$ cat src/rtl/core/efa_pkg.sv
// Package for the Eddington factor accumulator.
// Holds the controller states, divider selects, command and status structs and constants.
// Depends on nothing; every other file of the block imports it.
package efa_pkg;

   localparam int MAX_ORDINATES_DEF = 256;

   // Fixed-point constants.
   localparam logic [33:0] ONE_Q16 = 34'd65536;

   // Restoring division over an 80-bit dividend: one quotient bit a cycle.
   localparam int DIV_STEPS = 80;
   localparam int STEP_W    = $clog2(DIV_STEPS);
   localparam int QUO_W     = 50;

   typedef enum logic [3:0] {
      ST_IDLE,
      ST_PROD,
      ST_FW,
      ST_MOM,
      ST_ACC,
      ST_CHECK,
      ST_DLOAD,
      ST_DIV,
      ST_DSTORE,
      ST_OUT
   } state_type;

   typedef enum logic [1:0] {
      SEL_ZZ,
      SEL_RR,
      SEL_RZ,
      SEL_G
   } sel_type;

   // Commands from the controller to the datapath.
   typedef struct packed {
      logic    load;
      logic    prod;
      logic    fw;
      logic    mom;
      logic    acc;
      logic    res_clear;
      logic    mark_zero;
      logic    div_load;
      logic    div_step;
      logic    div_store;
      sel_type sel;
      logic    clear;
   } cmd_type;

   // Status from the datapath to the controller.
   typedef struct packed {
      logic flux_zero;
      logic err_zero;
   } stat_type;

endpackage

$ cat src/rtl/core/efa_ctrl.sv
// Controller of the Eddington factor accumulator: sequences one ordinate
// through the datapath and runs the divisions of a cell. Depends on efa_pkg.
module efa_ctrl #(
   parameter int MAX_ORDINATES = efa_pkg::MAX_ORDINATES_DEF
) (
   input  logic              clock,
   input  logic              reset,
   input  logic              start,
   input  logic              last_ordinate,
   input  efa_pkg::stat_type stat,
   output efa_pkg::cmd_type  cmd,
   output logic              busy,
   output logic              rsp_valid
);
   import efa_pkg::*;

   localparam int CNT_W = $clog2(MAX_ORDINATES + 1);

   state_type          state_ff, state_in;
   sel_type            sel_ff, sel_in;
   logic [CNT_W-1:0]   count_ff, count_in;
   logic [STEP_W-1:0]  step_ff, step_in;
   logic               last_ff, last_in;

   // State and counters.
   always_ff @(posedge clock) begin
      if (reset) begin
         state_ff <= ST_IDLE;
         sel_ff   <= SEL_ZZ;
         count_ff <= '0;
         step_ff  <= '0;
         last_ff  <= 1'b0;
      end else begin
         state_ff <= state_in;
         sel_ff   <= sel_in;
         count_ff <= count_in;
         step_ff  <= step_in;
         last_ff  <= last_in;
      end
   end

   // Next state and commands.
   always_comb begin
      state_in  = state_ff;
      sel_in    = sel_ff;
      count_in  = count_ff;
      step_in   = step_ff;
      last_in   = last_ff;
      cmd       = '0;
      cmd.sel   = sel_ff;
      busy      = (state_ff != ST_IDLE);
      rsp_valid = 1'b0;
      unique case (state_ff)
         ST_IDLE: begin
            if (start) begin
               cmd.load = 1'b1;
               last_in  = last_ordinate;
               state_in = ST_PROD;
            end
         end
         ST_PROD: begin
            cmd.prod = 1'b1;
            state_in = ST_FW;
         end
         ST_FW: begin
            cmd.fw   = 1'b1;
            state_in = ST_MOM;
         end
         ST_MOM: begin
            cmd.mom  = 1'b1;
            state_in = ST_ACC;
         end
         ST_ACC: begin
            // Ordinates beyond the limit are dropped.
            if (count_ff < CNT_W'(MAX_ORDINATES)) begin
               cmd.acc  = 1'b1;
               count_in = count_ff + CNT_W'(1);
            end
            state_in = last_ff ? ST_CHECK : ST_IDLE;
         end
         ST_CHECK: begin
            cmd.res_clear = 1'b1;
            sel_in        = SEL_ZZ;
            if (stat.flux_zero) begin
               cmd.mark_zero = 1'b1;
               state_in      = ST_OUT;
            end else begin
               state_in = ST_DLOAD;
            end
         end
         ST_DLOAD: begin
            cmd.div_load = 1'b1;
            step_in      = '0;
            state_in     = ST_DIV;
         end
         ST_DIV: begin
            cmd.div_step = 1'b1;
            step_in      = step_ff + STEP_W'(1);
            if (step_ff == STEP_W'(DIV_STEPS - 1)) begin
               state_in = ST_DSTORE;
            end
         end
         ST_DSTORE: begin
            cmd.div_store = 1'b1;
            unique case (sel_ff)
               SEL_ZZ: begin
                  sel_in   = SEL_RR;
                  state_in = ST_DLOAD;
               end
               SEL_RR: begin
                  sel_in   = SEL_RZ;
                  state_in = ST_DLOAD;
               end
               SEL_RZ: begin
                  // The radial factor is already stored here.
                  if (stat.err_zero) begin
                     cmd.mark_zero = 1'b1;
                     state_in      = ST_OUT;
                  end else begin
                     sel_in   = SEL_G;
                     state_in = ST_DLOAD;
                  end
               end
               default: begin
                  state_in = ST_OUT;
               end
            endcase
         end
         ST_OUT: begin
            rsp_valid = 1'b1;
            cmd.clear = 1'b1;
            count_in  = '0;
            state_in  = ST_IDLE;
         end
         default: begin
            state_in = ST_IDLE;
         end
      endcase
   end

endmodule

$ cat config.mk
export PLATFORM = sky130hd
export DESIGN_NAME = efa_ctrl
export DESIGN_NICKNAME = d
export VERILOG_FILES = /design/src/rtl/core/efa_pkg.sv /design/src/rtl/core/efa_ctrl.sv
export SDC_FILE = /design/constraint.sdc
export NUM_CORES = 1
export LEC_CHECK = 0
export ABC_AREA = 1
export ABC_CLOCK_PERIOD_IN_PS = 2770
export BUFFER_PORTS_ARGS = -buffer_cell sky130_fd_sc_hd__buf_2
export CAP_MARGIN = 25
export CORE_MARGIN = 3
export CORE_UTILIZATION = 60
export DETAILED_ROUTE_END_ITERATION = 12
export PLACE_DENSITY_LB_ADDON = 0.2
export SETUP_SLACK_MARGIN = 0.02
export SLEW_MARGIN = 10
export SYNTH_ARGS = -nofsm -noshare
export SYNTH_HDL_FRONTEND = slang
export SYNTH_SLANG_ARGS = --single-unit
$ cat constraint.sdc
create_clock -name clock -period 2.77 [get_ports clock]
set_input_delay 0.554 -clock clock [delete_from_list [all_inputs] [get_ports clock]]
set_output_delay 0.554 -clock clock [all_outputs]
set_load 0.02 [all_outputs]
==> flow_summary.yaml, run 1 <==
drt:
  wirelength_mm: 2.93
  wl_per_cell_um: 11.5
  dr.pass1.iters: 6
  dr_wl_met2_mm: 1.45
  num_vias: 1384
  wl_met3_um: 145
  met1Wirelength_mm: 1.29
  avgViaCountPerCell: 5.43
  post-route-drc-count: 0
  drt_iter0_drc: 42
  antenna_left: 0
  maxUsedRoutingLayer: "met4"
worst_setup_path:
  ff2ff_path_depth: 10
  r2r_end: "state_ff[2]$_SDFFE_PP0P_"
  required_ps: 2220
  path_class: "reg2out"
  endpoint_kind: "primary output"
  cp.arrival_ps: 1550
  start_kind: "flip-flop"
  r2r-start: "sel_ff[1]$_SDFFE_PP0P_"
  cp_max_fo: 4
  crit_path_start: "state_ff[0]$_SDFFE_PP0P_"
  rrSetupSlack_ps: 1300
  endpoint: "cmd[11]"
sta:
  fin_crit_ps: 2110
  timing.setup.tns_ps: 0
  rsz0062_at_grt: "false"
  maxSlewHeadroom_pct: 75.7
  setup_ws_ps: 664
  tightest_slew_ps: 362
  slew_viol_final: 0
  max_freq_ghz: 0.475
  setup_viol: 0
  skew_ps: 3.42
  post-route-period-util_pct: 76.0
  hold_violations: 0
placed_design:
  port_buffers: 20
  pre_cts_ws_ps: 1040
  gp_congestion: 0.898
  place_hpwl_mm: 2.39
  placed_area_um2: 1560
outcome:
  status: "completed"
min_path:
  hold_path_class: "reg2reg"
floorplan:
  die-area_um2: 3020
  ios: 21
  rows: 17
  chipHeight_um: 55.0
  start_util_pct: 64.4
  chipWidth_um: 55.0
  coreArea_um2: 2230
power:
  finalPower_mw: 0.623
  p_leak_nw: 0.723
  vdd_ir_drop_max_mv: 0.304
  p_per_area_nw_per_um2: 393
synth:
  yosysTopAreaCell: "dfxtp_1"
  synth_area_per_cell_um2: 7.02
  syn_area_um2: 1440
  synth_nets: 219
  synthTopCellsByArea: "dfxtp_1, nand2_1, inv_1, ha_1, nor2_4"
  ys_ff_latch: 23
  ys_seq_area_share_pct: 32.0
  synth_top_area_share_pct: 32.0
  synth_cell_types: 26
  synth_warnings: 0
  synth_cells: 205
clocking:
  cts_sinks: 23
  postCtsSetupBuffers: 0
  cts_buffers: 3
  ctsResizeCount: 0
  cts_tree: "done"
  cts_root_buffer: "clkbuf_4"
  cts.clk_slew.worst_paths_ps: 120
  h-tree-depth: 1
  clockBufferDepth: 2
  holdBufCountCts: 0
  clk_latency_ps: 310
cells_and_area:
  finalInstanceArea_um2: 1590
  nets: 242
  drive_gt1_share_pct: 24.7
  antenna_cells: 0
  areaGrowthSynthToFinish_pct: 10.2
  utilization_pct: 71.0
  fillers: 185
global_route:
  first_global_vias: 1260
  antenna_found_initial: 0
  grt-ovfl-total: 0
  grt_pass1_wl_mm: 4.89
  track_usage_pct: 21.9
  grt_max_degree: 13
flow_run:
  drv_cap: 0
## Yosys cell counts, drive strengths merged
library cell and instances:
o21a 1, nand2 45, dfxtp 23, a21oi 16, a211oi 1, buf 2, nand4 5, nand3 18
a31oi 2, nand3b 2, nor2 30, a31o 1, or2 1, o21ai 10, inv 36, nor3 4
ha 8
## layer usage
metal | vias to the layer above | global-route usage, %
li1 | 700 | -
met4 | 0 | 8.10
met2 | 45 | 39.4
met5 | - | 0
met3 | 9 | 3.75
met1 | 630 | 25.7
## worst min-delay path by stage
stage	from	to	cells past startpoint
2_1_floorplan	step_ff[5]$_SDFFE_PP0P_	step_ff[5]$_SDFFE_PP0P_	1
3_5_place_dp	step_ff[6]$_SDFFE_PP0P_	step_ff[6]$_SDFFE_PP0P_	1
3_3_place_gp	step_ff[5]$_SDFFE_PP0P_	step_ff[5]$_SDFFE_PP0P_	1
5_1_grt	step_ff[5]$_SDFFE_PP0P_	step_ff[5]$_SDFFE_PP0P_	1
4_1_cts	step_ff[6]$_SDFFE_PP0P_	step_ff[6]$_SDFFE_PP0P_	1
6_report	step_ff[5]$_SDFFE_PP0P_	step_ff[5]$_SDFFE_PP0P_	1
## report_power, final
group	switching [mW]	total (mW)	leakage, nW	internal (mW)
registers	0.0111	0.350	0.186	0.339
clock network	0.101	0.158	0.0150	0.0563
logic	0.0798	0.115	0.522	0.0351
total	0.192	0.623	0.723	0.430
## sequential cells by signal, summed over array words and instances (netlist names)
signal    count
count_ff      9
step_ff       7
state_ff      4
sel_ff        2
last_ff       1
## metrics by stage
step | cells | hold slack, ps
2_1_floorplan | 205 | 422
3_3_place_gp | 251 | 432
3_5_place_dp | 251 | 444
4_1_cts | 255 | 461
5_1_grt | 255 | 482
6_report | 255 | 458
## cell families after synthesis
kind of cell	synth area share [%]
DFF	32.0
adders and majority gates	6.96
buffers and inverters	10.4
and+or+nand+nor	38.2
AOI/OAI and AO/OA	12.4
## area by class of cell
cell class | instances | area, µm² | area share (%)
multi-input combinational | 144 | 828 | 52.2
sequential | 23 | 460 | 29.0
inverter | 36 | 135 | 8.52
timing repair buffer | 20 | 100 | 6.31
tap | 28 | 35.0 | 2.21
clock buffer | 4 | 26.3 | 1.66
## worst max-delay path: stages, from the launching register on
cell and delay, ps:
dfxtp_1 440, inv_2 80, nor2_2 140, inv_2 70, nor3_1 270, buf_2 230
## placed cells by master (no fill, tap or decap), types with 8 or more instances in the layout
master   synthesis  routed
dfxtp_1         23      23
inv_2            8       8
nor2_1          19      19
inv_1           28      28
nand2_1         38      38
nand3_1         17      17
buf_2            0      20
o21ai_0          8       8
ha_1             8       8
nor2_4           8       8
a21oi_1         14      14
No activity file was read; power rests on OpenSTA's default activity.
==> inputs of run 2 (changes only) <==
--- a/config.mk
+++ b/config.mk
@@ -5,12 +5,12 @@
 export SDC_FILE = /design/constraint.sdc
 export NUM_CORES = 1
 export LEC_CHECK = 0
-export ABC_AREA = 1
-export ABC_CLOCK_PERIOD_IN_PS = 2770
+export ABC_AREA = 0
+export ABC_CLOCK_PERIOD_IN_PS = 2200
 export BUFFER_PORTS_ARGS = -buffer_cell sky130_fd_sc_hd__buf_2
 export CAP_MARGIN = 25
 export CORE_MARGIN = 3
-export CORE_UTILIZATION = 60
+export CORE_UTILIZATION = 56
 export DETAILED_ROUTE_END_ITERATION = 12
 export PLACE_DENSITY_LB_ADDON = 0.2
 export SETUP_SLACK_MARGIN = 0.02
==> constraint.sdc (replaced) <==
create_clock -name clock -period 2.2 [get_ports clock]
set_input_delay 0.44 -clock clock [delete_from_list [all_inputs] [get_ports clock]]
set_output_delay 0.44 -clock clock [all_outputs]
set_load 0.02 [all_outputs]
==> run 2 against run 1 <==
Die area grew 6.6%. Final cell count shrank 17%. Via count shrank 7.6%. Clock power grew 31%. First-iteration DRC count grew 21%. Sequential cell count is the same. Design area shrank 0.95%. Sequential power grew 31%.
==> flow_summary.yaml, run 2 <==
cells_and_area:
  multi_input_area_um2: 898
  regMostFlops: "count_ff"
  biggestRegsByFlops: "count_ff x9, step_ff x7, state_ff x4"
  areaGrowthSynthToFinish_pct: 8.85
  drive_gt1_share_pct: 20.8
  fillers: 197
  antenna_cells: 0
  seqCellArea_um2: 465
  largest_reg_flops: 9
  final_common_cell: "nor2_1"
  final_cell_mix: "nor2_1, buf_2, dfxtp_1"
  stdcell_count: 211
  nets: 198
drt:
  avgViaCountPerCell: 6.06
  antenna_left: 0
  post-route-drc-count: 0
  drt_iter0_drc: 51
  num_vias: 1279
  wl_per_cell_um: 14.4
  dr.pass1.iters: 4
  wirelength_mm: 3.04
sta:
  hold_violations: 0
  maxSlewHeadroom_pct: 68.6
  setup_viol: 0
  timing.setup.tns_ps: 0
  rsz0062_at_grt: "false"
  max_freq_ghz: 0.488
  fin_crit_ps: 2050
  skew_ps: 4.11
  tightest_slew_ps: 464
  holdWs_ps: 345
  post-route-period-util_pct: 93.1
  slew_viol_final: 0
clocking:
  clockBufferDepth: 2
  holdBufCountCts: 0
  clk_latency_ps: 320
  cts_sinks: 23
  h-tree-depth: 1
  postCtsSetupBuffers: 0
  cts_tree: "done"
  cts.clk_slew.worst_paths_ps: 130
  cts_buffers: 3
  cts_root_buffer: "clkbuf_4"
flow_run:
  drv_cap: 0
worst_setup_path:
  r2r_end: "sel_ff[1]$_SDFFE_PP0P_"
  cp_max_fo: 5
  r2r-start: "sel_ff[0]$_SDFFE_PP0P_"
  required_ps: 1760
  cp_slowest_cell: "dfxtp_1"
  crit_family: "flip-flops"
  cp.arrival_ps: 1610
  path_cells: "inv_1 > ha_1 > a32o_1 > buf_2"
  ff2ff_path_depth: 5
  rrSetupSlack_ps: 500
  endpoint_kind: "primary output"
  cpPeakStageDelay_ps: 450
  start_kind: "flip-flop"
  crit_buf_inv: 2
  path_class: "reg2out"
outcome:
  status: "completed"
synth:
  synth_nets: 181
  synth_cell_types: 50
  async_reset_ff_share_pct: 0
  synth_area_per_cell_um2: 8.64
  synth_cells: 167
  yosysTopAreaCell: "dfxtp_1"
  synth_top_area_share_pct: 31.9
  synth_ff_type: "dfxtp_1"
  synth_warnings: 0
  ys_top_cells_by_count: "dfxtp_1, nor2_1, nand2_1"
  syn_area_um2: 1440
  ys_seq_area_share_pct: 31.9
  synth_edf_count: 0
  ys_ff_latch: 23
  synthTopCellsByArea: "dfxtp_1, ha_1, nor2_1, xor2_1, nor4b_4"
floorplan:
  die-area_um2: 3220
  rows: 17
  chipHeight_um: 56.8
  chipWidth_um: 56.8
  start_util_pct: 62.2
  coreArea_um2: 2320
  ios: 21
global_route:
  track_usage_pct: 19.9
  grt_pass1_wl_mm: 5.23
  grt-ovfl-total: 0
  first_global_vias: 1216
  antenna_found_initial: 0
  grt_max_degree: 20
power:
  p_seq_share_pct: 58.0
  p_per_area_nw_per_um2: 505
  vdd_ir_drop_max_mv: 0.373
  p_sw_mw: 0.245
  finalPower_mw: 0.793
  cellInternalPower_mw: 0.548
  clkPwrFrac_pct: 26.1
  swShare_pct: 30.9
  power_frac_comb_pct: 15.9
  p_leak_nw: 0.647
placed_design:
  place_hpwl_mm: 2.21
  port_buffers: 20
  gp_congestion: 0.845
  place_inst: 207
min_path:
  min_to: "last_ff$_SDFFE_PP0P_"
  hold_path_startpoint: "last_ordinate"
  min_path_cells: 3
  hold_path_class: "in2reg"
run 2: per-stage QoR:
step / util [%] / instance area, µm² / setup slack, ps
2_1_floorplan: - / 1440 / 467
3_3_place_gp: 66.2 / 1540 / 384
3_5_place_dp: 66.2 / 1540 / 331
4_1_cts: 67.7 / 1570 / 109
5_1_grt: 67.7 / 1570 / 42.3
6_report: 67.7 / 1570 / 151
run 2: area by class of cell:
type / count / area share [%]
multi-input combinational: 128 / 57.2
sequential: 23 / 29.6
timing repair buffer: 23 / 7.81
tap: 28 / 2.23
clock buffer: 3 / 1.43
inverter: 5 / 1.20
clock inverter: 1 / 0.478
run 2: cell families after synthesis:
| group | Yosys count | share of synthesized area (%) |
|---|---|---|
| and+or+nand+nor | 74 | 31.1 |
| adders and majority gates | 8 | 6.94 |
| DFF | 23 | 31.9 |
| xor gates and xnor gates | 8 | 4.86 |
| muxes | 4 | 2.78 |
| AOI/OAI and AO/OA | 34 | 16.6 |
| buffers and inverters | 16 | 5.81 |
run 2: power by group through the flow:
stage	logic, mW	registers (mW)	clock network (mW)
2_1_floorplan	0.118	0.441	0
3_3_place_gp	0.121	0.465	0
3_5_place_dp	0.125	0.466	0
4_1_cts	0.126	0.458	0.220
5_1_grt	0.137	0.464	0.237
6_report	0.126	0.460	0.207
run 2: timing repair:
action,4_1_cts,5_1_grt
gates resized for setup,3,1
pin swaps,0,0
endpoints found under the hold margin,0,0
setup endpoints to repair,6,4
run 2: routing by layer:
layer	part of all wire (%)	global-route usage, %	vias to the layer above
met4	2.5	10.3	0
met2	46	30.5	43
met3	5.8	3.68	9
met5	0	0	-
met1	46	26.5	591
li1	-	-	636
run 2: worst max-delay path by stage:
stage	from	to	slack [ps]	cells past startpoint
after detailed placement	state_ff[0]$_SDFFE_PP0P_	cmd[0]	330	3
after floorplan	sel_ff[0]$_SDFFE_PP0P_	state_ff[3]$_SDFFE_PP0P_	470	5
after CTS	state_ff[1]$_SDFFE_PP0P_	cmd[4]	110	3
final	sel_ff[0]$_SDFFE_PP0P_	cmd[6]	150	4
after global routing	state_ff[0]$_SDFFE_PP0P_	cmd[0]	40	3
after global placement	state_ff[0]$_SDFFE_PP0P_	cmd[6]	380	3
run 2: worst register-to-register path, stage by stage, from the launching register on:
cell and delay (ps):
dfxtp_1 450, inv_1 150, ha_1 260, o311ai_1 450, mux2i_1 250, nor2_1 50
==> inputs of run 3 (changes only) <==
--- a/config.mk
+++ b/config.mk
@@ -9,8 +9,10 @@
 export ABC_CLOCK_PERIOD_IN_PS = 2200
 export BUFFER_PORTS_ARGS = -buffer_cell sky130_fd_sc_hd__buf_2
 export CAP_MARGIN = 25
+export CELL_PAD_IN_SITES_DETAIL_PLACEMENT = 2
+export CELL_PAD_IN_SITES_GLOBAL_PLACEMENT = 2
 export CORE_MARGIN = 3
-export CORE_UTILIZATION = 56
+export CORE_UTILIZATION = 34
 export DETAILED_ROUTE_END_ITERATION = 12
 export PLACE_DENSITY_LB_ADDON = 0.2
 export SETUP_SLACK_MARGIN = 0.02
==> run 3 against run 2 <==
Sequential share of layout area is 0.89 points lower. Die area increased by 57%. Sequential power decreased by 0.9%. Routed wire length is 27% higher. Register-to-register slack got worse by 20 ps. Largest cell class unchanged.
==> flow_summary.yaml, run 3 (same netlist as run 2, synthesis figures left out) <==
worst_setup_path:
  endpoint_kind: "primary output"
  cp_slowest_cell: "dfxtp_1"
  path_class: "reg2out"
  path_cells: "nor4b_4 > a32o_1 > buf_2"
  cpPeakStageDelay_ps: 530
  cp.arrival_ps: 1590
  start_kind: "flip-flop"
  required_ps: 1760
  crit_family: "flip-flops"
  crit_buf_inv: 1
  cp_max_fo: 9
power:
  vdd_ir_drop_max_mv: 0.208
  p_leak_nw: 0.655
  finalPower_mw: 0.854
  power_frac_comb_pct: 15.1
  clkPwrFrac_pct: 31.5
  p_seq_share_pct: 53.4
  p_sw_mw: 0.250
  swShare_pct: 29.3
  cellInternalPower_mw: 0.603
  p_per_area_nw_per_um2: 530
clocking:
  clockBufferDepth: 2
  cts_root_buffer: "clkbuf_8"
  cts_buffers: 3
  cts_tree: "done"
  cts.clk_slew.worst_paths_ps: 90
  clk_latency_ps: 260
  h-tree-depth: 1
  cts_sinks: 23
drt:
  antenna_left: 0
  post-route-drc-count: 0
  wl_per_cell_um: 16.6
  drt_iter0_drc: 59
  dr.pass1.iters: 4
  avgViaCountPerCell: 5.42
  wirelength_mm: 3.86
  num_vias: 1263
cells_and_area:
  biggestRegsByFlops: "count_ff x9, step_ff x7, state_ff x4"
  areaGrowthSynthToFinish_pct: 11.6
  finalInstanceArea_um2: 1610
  regMostFlops: "count_ff"
  final_cell_mix: "nor2_1, dfxtp_1, buf_2"
  nets: 198
  stdcell_count: 233
  drive_gt1_share_pct: 19.1
  largest_reg_flops: 9
  antenna_cells: 0
  utilization_pct: 39.7
  final_common_cell: "nor2_1"
global_route:
  first_global_vias: 1412
  grt_max_degree: 20
  antenna_found_initial: 0
  track_usage_pct: 16.7
  grt_pass1_wl_mm: 6.82
  grt-ovfl-total: 0
placed_design:
  gp_congestion: 0.757
  port_buffers: 20
  place_hpwl_mm: 2.90
  placed_area_um2: 1560
  pre_cts_ws_ps: 281
  place_inst: 229
sta:
  post-route-period-util_pct: 92.4
  rsz0062_at_grt: "false"
  tightest_slew_ps: 464
  hold_violations: 0
  skew_ps: 5.18
  setup_viol: 0
  setup_ws_ps: 167
  max_freq_ghz: 0.492
  holdWs_ps: 411
  slew_viol_final: 0
  timing.setup.tns_ps: 0
  fin_crit_ps: 2030
  maxSlewHeadroom_pct: 68.6
flow_run:
  drv_cap: 0
floorplan:
  coreArea_um2: 4060
  die-area_um2: 5060
  rows: 23
  chipHeight_um: 71.1
  chipWidth_um: 71.1
  start_util_pct: 35.6
  ios: 21
outcome:
  status: "completed"
min_path:
  hold_path_class: "in2reg"
-- run 3: final timing paths --
check,from,to,slack [ps],cells past startpoint
setup / recovery,state_ff[3]$_SDFFE_PP0P_,cmd[6],170,3
hold / removal,last_ordinate,last_ff$_SDFFE_PP0P_,410,3
setup reg to reg,sel_ff[0]$_SDFFE_PP0P_,sel_ff[1]$_SDFFE_PP0P_,480,5
hold reg to reg,step_ff[1]$_SDFFE_PP0P_,step_ff[1]$_SDFFE_PP0P_,490,2
-- run 3: what timing repair did --
item	in CTS	in global routing
gates resized for setup	1	1
buffers inserted	0	0
setup endpoints to repair	3	4
hold buffers	0	0
-- run 3: worst reg2reg max path, stage by stage (launching register included) --
cell	delay (ps)
dfxtp_1	440
inv_1	140
ha_1	260
o311ai_1	460
mux2i_1	250
nor2_1	50
-- run 3: metal layers --
layer / up-vias / routed length, µm / global-route usage [%]
met3: 2 / 94 / 3.84
li1: 626 / - / -
met2: 18 / 1970 / 29.1
met1: 617 / 1780 / 21.3
met5: - / 0 / 0
met4: 0 / 19 / 2.51
-- run 3: power groups by stage --
stage               logic [mW]  clock network (mW)  registers [mW]
floorplan                0.118                   0           0.441
global placement         0.126                   0           0.462
detailed placement       0.130                   0           0.464
CTS                      0.132               0.285           0.456
global route             0.145               0.299           0.460
finish                   0.129               0.269           0.456
-- run 3: layout make-up --
class                   instances  area, µm²
repair buffers                 23        123
inverters                       5       18.8
multi-input cells             128        898
clock buffers                   4       45.0
well taps                      50       62.6
flip-flops and latches         23        463
fillers                       448       2450
